File: src/sv/slafs_pkg.sv
// ----------------------------------------------------------------------------
// slafs_pkg
// shared widths, codes and types of the slot allocator
// ----------------------------------------------------------------------------
package slafs_pkg;

   // number of slots the allocator manages
   localparam int SLOT_COUNT = 256;
   localparam int SLOT_W     = $clog2(SLOT_COUNT);
   localparam int CNT_W      = SLOT_W + 1;

   localparam logic [CNT_W-1:0] SLOT_LIMIT = CNT_W'(SLOT_COUNT);

   // request kind
   typedef enum logic {
      REQ_ALLOC = 1'b0,
      REQ_FREE  = 1'b1
   } req_kind_type;

   // response status
   typedef enum logic [1:0] {
      ST_OK   = 2'd0,
      ST_FULL = 2'd1,
      ST_BAD  = 2'd2
   } status_type;

   // free stack memory access from the controller
   typedef struct packed {
      logic              rd_en;
      logic [SLOT_W-1:0] rd_addr;
      logic              wr_en;
      logic [SLOT_W-1:0] wr_addr;
      logic [SLOT_W-1:0] wr_data;
   } mem_req_type;

endpackage

File: src/sv/slafs_ram.sv
// ----------------------------------------------------------------------------
// slafs_ram
// generic single-port-write, single-port-read ram with registered read data
// ----------------------------------------------------------------------------
module slafs_ram #(
   parameter int WIDTH = 8,
   parameter int DEPTH = 256
) (
   input  logic                     clock,
   input  logic                     wr_en,
   input  logic [$clog2(DEPTH)-1:0] wr_addr,
   input  logic [WIDTH-1:0]         wr_data,
   input  logic                     rd_en,
   input  logic [$clog2(DEPTH)-1:0] rd_addr,
   output logic [WIDTH-1:0]         rd_data
);

   logic [WIDTH-1:0] mem_ff [DEPTH];
   logic [WIDTH-1:0] rd_data_ff;

   // write port and registered read port
   always_ff @(posedge clock) begin
      if (wr_en) begin
         mem_ff[wr_addr] <= wr_data;
      end
      if (rd_en) begin
         rd_data_ff <= mem_ff[rd_addr];
      end
   end

   assign rd_data = rd_data_ff;

endmodule

File: src/sv/slafs_ctrl.sv
// ----------------------------------------------------------------------------
// slafs_ctrl
// request sequencer: pops or pushes the free stack, keeps the high-water
// mark and the used count, and holds the response register
// ----------------------------------------------------------------------------
module slafs_ctrl (
   input  logic                          clock,
   input  logic                          reset,
   input  logic                          req_valid,
   output logic                          req_ready,
   input  logic                          req_type,
   input  logic [slafs_pkg::SLOT_W-1:0]  req_slot_index,
   output logic                          rsp_valid,
   input  logic                          rsp_ready,
   output logic [1:0]                    rsp_status,
   output logic [slafs_pkg::SLOT_W-1:0]  rsp_granted_slot,
   output logic [slafs_pkg::CNT_W-1:0]   rsp_used_slots,
   output slafs_pkg::mem_req_type        mem_req,
   input  logic [slafs_pkg::SLOT_W-1:0]  mem_rd_data
);
   import slafs_pkg::*;

   typedef enum logic {
      S_IDLE,
      S_EXEC
   } state_type;

   state_type          state_ff, state_in;
   req_kind_type       kind_ff, kind_in;
   logic [SLOT_W-1:0]  idx_ff, idx_in;
   logic [CNT_W-1:0]   free_depth_ff, free_depth_in;
   logic [CNT_W-1:0]   high_mark_ff, high_mark_in;
   logic [CNT_W-1:0]   used_total_ff, used_total_in;
   logic               rsp_valid_ff, rsp_valid_in;
   status_type         rsp_status_ff, rsp_status_in;
   logic [SLOT_W-1:0]  rsp_grant_ff, rsp_grant_in;
   logic [CNT_W-1:0]   rsp_used_ff, rsp_used_in;

   logic               accept;
   logic               out_free;
   logic               commit;
   logic [CNT_W-1:0]   used_up;
   logic [CNT_W-1:0]   used_down;
   logic [CNT_W-1:0]   depth_dec;
   logic [CNT_W-1:0]   mark_dec;

   assign accept   = req_valid && req_ready;
   assign out_free = !rsp_valid_ff || rsp_ready;
   assign commit   = (state_ff == S_EXEC) && out_free;

   // saturating used count steps
   assign used_up   = (used_total_ff < SLOT_LIMIT) ? used_total_ff + 1'b1 : used_total_ff;
   assign used_down = (used_total_ff != '0) ? used_total_ff - 1'b1 : used_total_ff;
   assign depth_dec = free_depth_ff - 1'b1;
   assign mark_dec  = high_mark_ff - 1'b1;

   // next state, stack bookkeeping and response
   always_comb begin
      state_in      = state_ff;
      kind_in       = kind_ff;
      idx_in        = idx_ff;
      free_depth_in = free_depth_ff;
      high_mark_in  = high_mark_ff;
      used_total_in = used_total_ff;
      rsp_valid_in  = rsp_valid_ff;
      rsp_status_in = rsp_status_ff;
      rsp_grant_in  = rsp_grant_ff;
      rsp_used_in   = rsp_used_ff;

      mem_req.rd_en   = accept;
      mem_req.rd_addr = depth_dec[SLOT_W-1:0];
      mem_req.wr_en   = 1'b0;
      mem_req.wr_addr = free_depth_ff[SLOT_W-1:0];
      mem_req.wr_data = idx_ff;

      // response taken downstream
      if (rsp_valid_ff && rsp_ready) begin
         rsp_valid_in = 1'b0;
      end

      // latch request, top of stack read is in flight
      if (accept) begin
         state_in = S_EXEC;
         kind_in  = req_kind_type'(req_type);
         idx_in   = req_slot_index;
      end

      if (commit) begin
         state_in      = S_IDLE;
         rsp_valid_in  = 1'b1;
         rsp_status_in = ST_OK;
         rsp_grant_in  = '0;
         unique case (kind_ff)
            REQ_ALLOC: begin
               // pop first; a stale entry falls through to the mark
               if (free_depth_ff != '0) begin
                  free_depth_in = depth_dec;
               end
               if ((free_depth_ff != '0) && ({1'b0, mem_rd_data} < high_mark_ff)) begin
                  rsp_grant_in  = mem_rd_data;
                  used_total_in = used_up;
               end else if (high_mark_ff < SLOT_LIMIT) begin
                  rsp_grant_in  = high_mark_ff[SLOT_W-1:0];
                  high_mark_in  = high_mark_ff + 1'b1;
                  used_total_in = used_up;
               end else begin
                  rsp_status_in = ST_FULL;
               end
            end
            REQ_FREE: begin
               priority if ({1'b0, idx_ff} >= high_mark_ff) begin
                  rsp_status_in = ST_BAD;
               end else if ({1'b0, idx_ff} == mark_dec) begin
                  // last slot handed out: lower the mark
                  high_mark_in  = mark_dec;
                  used_total_in = used_down;
               end else if (free_depth_ff < SLOT_LIMIT) begin
                  mem_req.wr_en = 1'b1;
                  free_depth_in = free_depth_ff + 1'b1;
                  used_total_in = used_down;
               end else begin
                  // stack full, likely a double free
                  rsp_status_in = ST_BAD;
               end
            end
            default: begin
               rsp_status_in = ST_BAD;
            end
         endcase
         rsp_used_in = used_total_in;
      end
   end

   // state and registered outputs
   always_ff @(posedge clock) begin
      if (reset) begin
         state_ff      <= S_IDLE;
         free_depth_ff <= '0;
         high_mark_ff  <= '0;
         used_total_ff <= '0;
         rsp_valid_ff  <= 1'b0;
      end else begin
         state_ff      <= state_in;
         free_depth_ff <= free_depth_in;
         high_mark_ff  <= high_mark_in;
         used_total_ff <= used_total_in;
         rsp_valid_ff  <= rsp_valid_in;
      end
      kind_ff       <= kind_in;
      idx_ff        <= idx_in;
      rsp_status_ff <= rsp_status_in;
      rsp_grant_ff  <= rsp_grant_in;
      rsp_used_ff   <= rsp_used_in;
   end

   assign req_ready        = (state_ff == S_IDLE);
   assign rsp_valid        = rsp_valid_ff;
   assign rsp_status       = rsp_status_ff;
   assign rsp_granted_slot = rsp_grant_ff;
   assign rsp_used_slots   = rsp_used_ff;

endmodule

File: src/sv/slot_allocator_free_stack.sv
// ----------------------------------------------------------------------------
// slot_allocator_free_stack
// slot allocator with a lifo free stack in ram and a high-water mark
// ----------------------------------------------------------------------------
// A request is accepted in the idle state, where the top of the free stack
// is read from the stack ram; in the exec state the registered ram read has
// returned, and the request commits into the response register. A new
// request is accepted while a response still waits; the commit stalls
// only while the response register is still full. There is no clearing
// pass: the ram read data is used only while the stack is not empty.
module slot_allocator_free_stack (
   input  logic                          clock,
   input  logic                          reset,
   input  logic                          req_valid,
   output logic                          req_ready,
   input  logic                          req_type,
   input  logic [slafs_pkg::SLOT_W-1:0]  req_slot_index,
   output logic                          rsp_valid,
   input  logic                          rsp_ready,
   output logic [1:0]                    rsp_status,
   output logic [slafs_pkg::SLOT_W-1:0]  rsp_granted_slot,
   output logic [slafs_pkg::CNT_W-1:0]   rsp_used_slots
);
   import slafs_pkg::*;

   mem_req_type       mem_req;
   logic [SLOT_W-1:0] mem_rd_data;

   // request sequencer
   slafs_ctrl u_ctrl (
      .clock            (clock),
      .reset            (reset),
      .req_valid        (req_valid),
      .req_ready        (req_ready),
      .req_type         (req_type),
      .req_slot_index   (req_slot_index),
      .rsp_valid        (rsp_valid),
      .rsp_ready        (rsp_ready),
      .rsp_status       (rsp_status),
      .rsp_granted_slot (rsp_granted_slot),
      .rsp_used_slots   (rsp_used_slots),
      .mem_req          (mem_req),
      .mem_rd_data      (mem_rd_data)
   );

   // free stack storage
   slafs_ram #(
      .WIDTH (SLOT_W),
      .DEPTH (SLOT_COUNT)
   ) u_stack_ram (
      .clock   (clock),
      .wr_en   (mem_req.wr_en),
      .wr_addr (mem_req.wr_addr),
      .wr_data (mem_req.wr_data),
      .rd_en   (mem_req.rd_en),
      .rd_addr (mem_req.rd_addr),
      .rd_data (mem_rd_data)
   );

endmodule

File: config.mk
export PLATFORM = sky130hd
export DESIGN_NAME = slot_allocator_free_stack
export DESIGN_NICKNAME = d
export VERILOG_FILES = /design/src/sv/slafs_pkg.sv /design/src/sv/slafs_ram.sv /design/src/sv/slafs_ctrl.sv /design/src/sv/slot_allocator_free_stack.sv
export SDC_FILE = /design/constraint.sdc
export NUM_CORES = 2
export LEC_CHECK = 0
export ABC_AREA = 1
export CORE_ASPECT_RATIO = 1.1
export CORE_MARGIN = 1.5
export CORE_UTILIZATION = 35
export DETAILED_ROUTE_END_ITERATION = 8
export DONT_BUFFER_PORTS = 1
export PLACE_DENSITY = 0.47
export SKIP_CTS_REPAIR_TIMING = 1
export SLEW_MARGIN = 15
export SYNTH_ARGS = -nofsm -noshare
export SYNTH_HDL_FRONTEND = slang
export SYNTH_SLANG_ARGS = --single-unit
File: constraint.sdc
create_clock -name clock -period 10.7 [get_ports clock]
set_input_delay 1.07 -clock clock [delete_from_list [all_inputs] [get_ports clock]]
set_output_delay 1.07 -clock clock [all_outputs]
set_load 0.02 [all_outputs]
==> metrics.md <==
| Metric | Value |
|---|---|
| Status | complete, no violations |
| R2R cell count | 14 |
| Fmax | 0.165 GHz |
| Hold WS | approximately 0.26 ns |
| Initial antenna violation count | 8 |
| RSZ-0062 raised after global routing | no |
| Max-cap violations | 0 |
| Via count | 55900 |
| R2R Setup Slk | between 4 and 5 ns |
| Sequential-to-total area share from yosys stat | 0.739 |
| CTS tree | done |
| Drt first pass iters | 6 |
| Synth warnings | 0 |
| Sw Pwr | roughly 0.0058 W |
| I/O Pins | 34 |
| Share of post-route cells with drive strength above 1 | 0.0630 |
| Core Rows | 190 |
| Max VDD drop | ~0.14 mV |
| FF+latch count, synth | between 2000 and 2500 |
| Post-synth cell types | 39 |
| Worst hold-check path type | input port to flop |
| Syn_area_per_cell | about 12 um2 |
| Worst-path clk slew | ~0.060 ns |
| CP max FO | 162 |
| # fillers | roughly 23000 |
| Post-synthesis net count | approximately 7000 |
| Cell area after layout | approximately 95000 um2 |
| Area leader, netlist | edfxtp_1 |
| Via density | about 5.5 |
| Initial core utilization | 0.352 |
| Vias in the first global route | about 54000 |
| Die Ht | 521 um |
| Placed Area | around 89000 um2 |
| HPWL after DPL | 141000 um |
| Ranking of synthesized cells by area | edfxtp_1 (73%), o21ai_0 (6.1%), nor2_1 (5.7%) |
| Syn Inst Count | roughly 7000 |
| R2R Path End | u_stack_ram.rd_data[0] |
| Endpoint class of the critical path | flop |
| Area grow syn2layout | 11.6% |
| Port Buffers | 0 |
| Final setup fails | 0 |
| Root Driver | clkbuf_16 |
| Post-route DRC | 0 |
| Sequential share of power | 0.466 |
| Setup CP Type | flop to flop |
| WP data required | approximately 11 ns |
| Final wirelength | approximately 260000 um |
| CTS Buf Count | 218 |
| Reg-to-Reg Start | u_ctrl.free_depth_ff[0] |
| WP data arrival | 6.80 ns |
| GPL Wtd Cong | approximately 0.80 |
| Hold Vio Cnt, Final | 0 |
| Nets | just under 7000 |
| Combinational Power Share | 0.165 |
| Final TNS setup | 0 ns |
| Per-cell routed wire length | 25.5 um |
| Worst slew pin tran | about 1.3 ns |
| Clk sinks | between 2000 and 2500 |
| Final core area utilization | 0.392 |
| Grt total ovfl | 0 |
| Crit path to | u_stack_ram.rd_data[0] |
| Clock skew | around 0.085 ns |
| Mapped cell area | around 85000 um2 |
| Htree depth | 4 |
| Int Pwr | 0.0139 W |
| Clock Tree Buf Depth | 3 |
| Die X | approximately 470 um |
| Switching Share | 0.295 |
| First-pass GRT wire length | 381000 um |
| Lkg Pwr | about 30 nW |
| Crit share post-route | 0.565 |
| Die area | 247000 um2 |
| Synth top area share | 0.732 |
| Clock power share | 0.369 |
| Largest net degree at the start of global routing | between 150 and 200 |
| CP startpoint kind | flop |
| Worst skew pair latency | around 0.90 ns |
| Slew Limit Fails | 0 |
| Initial DRC Count | around 5600 |
| PD cells | 207 nW/um2 |
| Crit. Startpoint | u_ctrl.free_depth_ff[0] |
| Global Route Usage Sum | 0.207 |
| Total power | just under 0.02 W |
| Post-DRT Antenna Nets | 0 |
| Placeable Area | ~240000 um2 |
| Slew HR | 0.121 |
| Clock period minus worst slack | between 6 and 7 ns |
## cell usage in the layout, fill, tap and decap left out, types with 3 or more instances in the layout
| cell | n |
|---|---|
| a21oi_1 | 48 |
| and2_1 | 10 |
| buf_12 | 13 |
| buf_4 | 78 |
| bufinv_16 | 9 |
| clkbuf_1 | 39 |
| clkbuf_16 | 220 |
| clkinv_1 | 74 |
| clkinv_16 | 6 |
| clkinv_2 | 43 |
| clkinv_4 | 3 |
| clkinv_8 | 3 |
| clkinvlp_4 | 7 |
| dfxtp_1 | 28 |
| diode_2 | 4 |
| edfxtp_1 | 2084 |
| ha_1 | 23 |
| inv_1 | 71 |
| inv_2 | 4 |
| inv_6 | 5 |
| nand2_1 | 691 |
| nand2_2 | 11 |
| nand2_4 | 5 |
| nand3_1 | 582 |
| nand3_2 | 10 |
| nand3b_1 | 5 |
| nand4_1 | 16 |
| nor2_1 | 1290 |
| nor2_2 | 7 |
| nor3_1 | 8 |
| nor4_1 | 4 |
| o21a_1 | 4 |
| o21ai_0 | 1042 |
| o22ai_1 | 499 |
| o31ai_1 | 8 |
| xor2_1 | 9 |
| xor2_4 | 3 |
## through the flow
step / cells / worst slack (ns)
finish: 10200 / 4.65
global route: 10200 / 4.35
detailed placement: 9840 / 4.63
floorplan: 6981 / 4.61
CTS: 10200 / 4.61
global placement: 9840 / 4.68
## metal layers
layer | up-vias | track usage | share of wire
met3 | 371 | 0.0326 | 0.060
met5 | - | 0 | 0.000050
met2 | 1845 | 0.330 | 0.47
met1 | 28400 | 0.293 | 0.45
met4 | 2 | 0.0621 | 0.028
li1 | 25200 | - | -
## critical path, cell delays in order (launching register included)
cell and delay (ns):
dfxtp_4 0.50, inv_8 0.51, buf_4 0.80, ha_4 0.66
buf_12 0.55, buf_4 0.68, o21ai_0 0.18, o22ai_1 0.23
nand2_1 0.09, nand3_1 0.18, nand3_1 0.09, nand3_1 0.25
nand3_1 0.32, nand3_1 0.40, and2_1 0.18
## power by group through the flow
| stage | registers, W | clock network [W] | logic (W) |
|---|---|---|---|
| 6_report | 0.00921 | 0.00729 | 0.00325 |
| 5_1_grt | 0.00921 | 0.00771 | 0.00350 |
| 4_1_cts | 0.00920 | 0.00743 | 0.00324 |
| 3_5_place_dp | 0.00938 | 0 | 0.00324 |
| 3_3_place_gp | 0.00938 | 0 | 0.00324 |
| 2_1_floorplan | 0.00945 | 0 | 0.00179 |
## layout make-up
cell class                 instances  area [um2]  area share
clock inverter                   146        1110      0.0117
sequential                      2113       63200       0.662
clock buffer                     259        5650      0.0593
antenna                            4        10.0    0.000105
multi-input combinational       4288       20100       0.211
inverter                          84         350     0.00367
timing repair buffer              91         846     0.00887
tap                             3264        4080      0.0428
## worst min path at each step
| stage | depth (start not counted) | end | slack, ns | start |
|---|---|---|---|---|
| finish | 1 | u_ctrl.rsp_valid | 0.26 | reset |
| global route | 0 | u_ctrl.idx_ff[4] | 0.21 | req_slot_index[4] |
| CTS | 0 | u_ctrl.idx_ff[1] | 0.18 | req_slot_index[1] |
| detailed placement | 2 | u_ctrl.free_depth_ff[8] | 0.48 | u_ctrl.free_depth_ff[8] |
| global placement | 2 | u_ctrl.free_depth_ff[8] | 0.46 | u_ctrl.free_depth_ff[8] |
| floorplan | 2 | u_ctrl.free_depth_ff[8] | 0.46 | u_ctrl.free_depth_ff[8] |
## flip-flops by register name, summed over array words and instances (netlist names)
signal and count:
u_ctrl.rsp_used_slots 9, u_ctrl.kind_ff 1, u_ctrl.high_mark_ff 9, u_ctrl.used_total_ff 9
u_ctrl.idx_ff 8, u_ctrl.rsp_status 2, u_stack_ram.mem_ff 2048, u_ctrl.rsp_granted_slot 8
u_ctrl.state_ff 1, u_ctrl.free_depth_ff 9, u_ctrl.rsp_valid 1, u_stack_ram.rd_data 8
## cells in the mapped netlist (all sizes together)
library cell  count
nor2           1300
o211ai            2
nor3              8
nand3b            5
dfxtp            29
o22ai           499
clkinv            4
nand3           592
edfxtp         2084
o21ai          1043
o21ba             1
and2             10
o21a              4
xnor2             1
nor4              4
a31oi             1
inv              80
a22oi             1
o31ai             8
xor2             13
ha               24
nand4            17
buf             122
clkbuf          374
a21oi            48
nand2           707
## cells by family after synthesis
group                      count (synthesis)  share of synthesized area
and+or+nand+nor                         2643                      0.127
adders and majority gates                 24                    0.00351
xor gates and xnor gates                  14                    0.00152
AOI/OAI and AO/OA                       1607                      0.102
DFF                                     2113                      0.739
buffers and inverters                    580                     0.0271
Note: power is estimated with default switching activity, not from simulation.
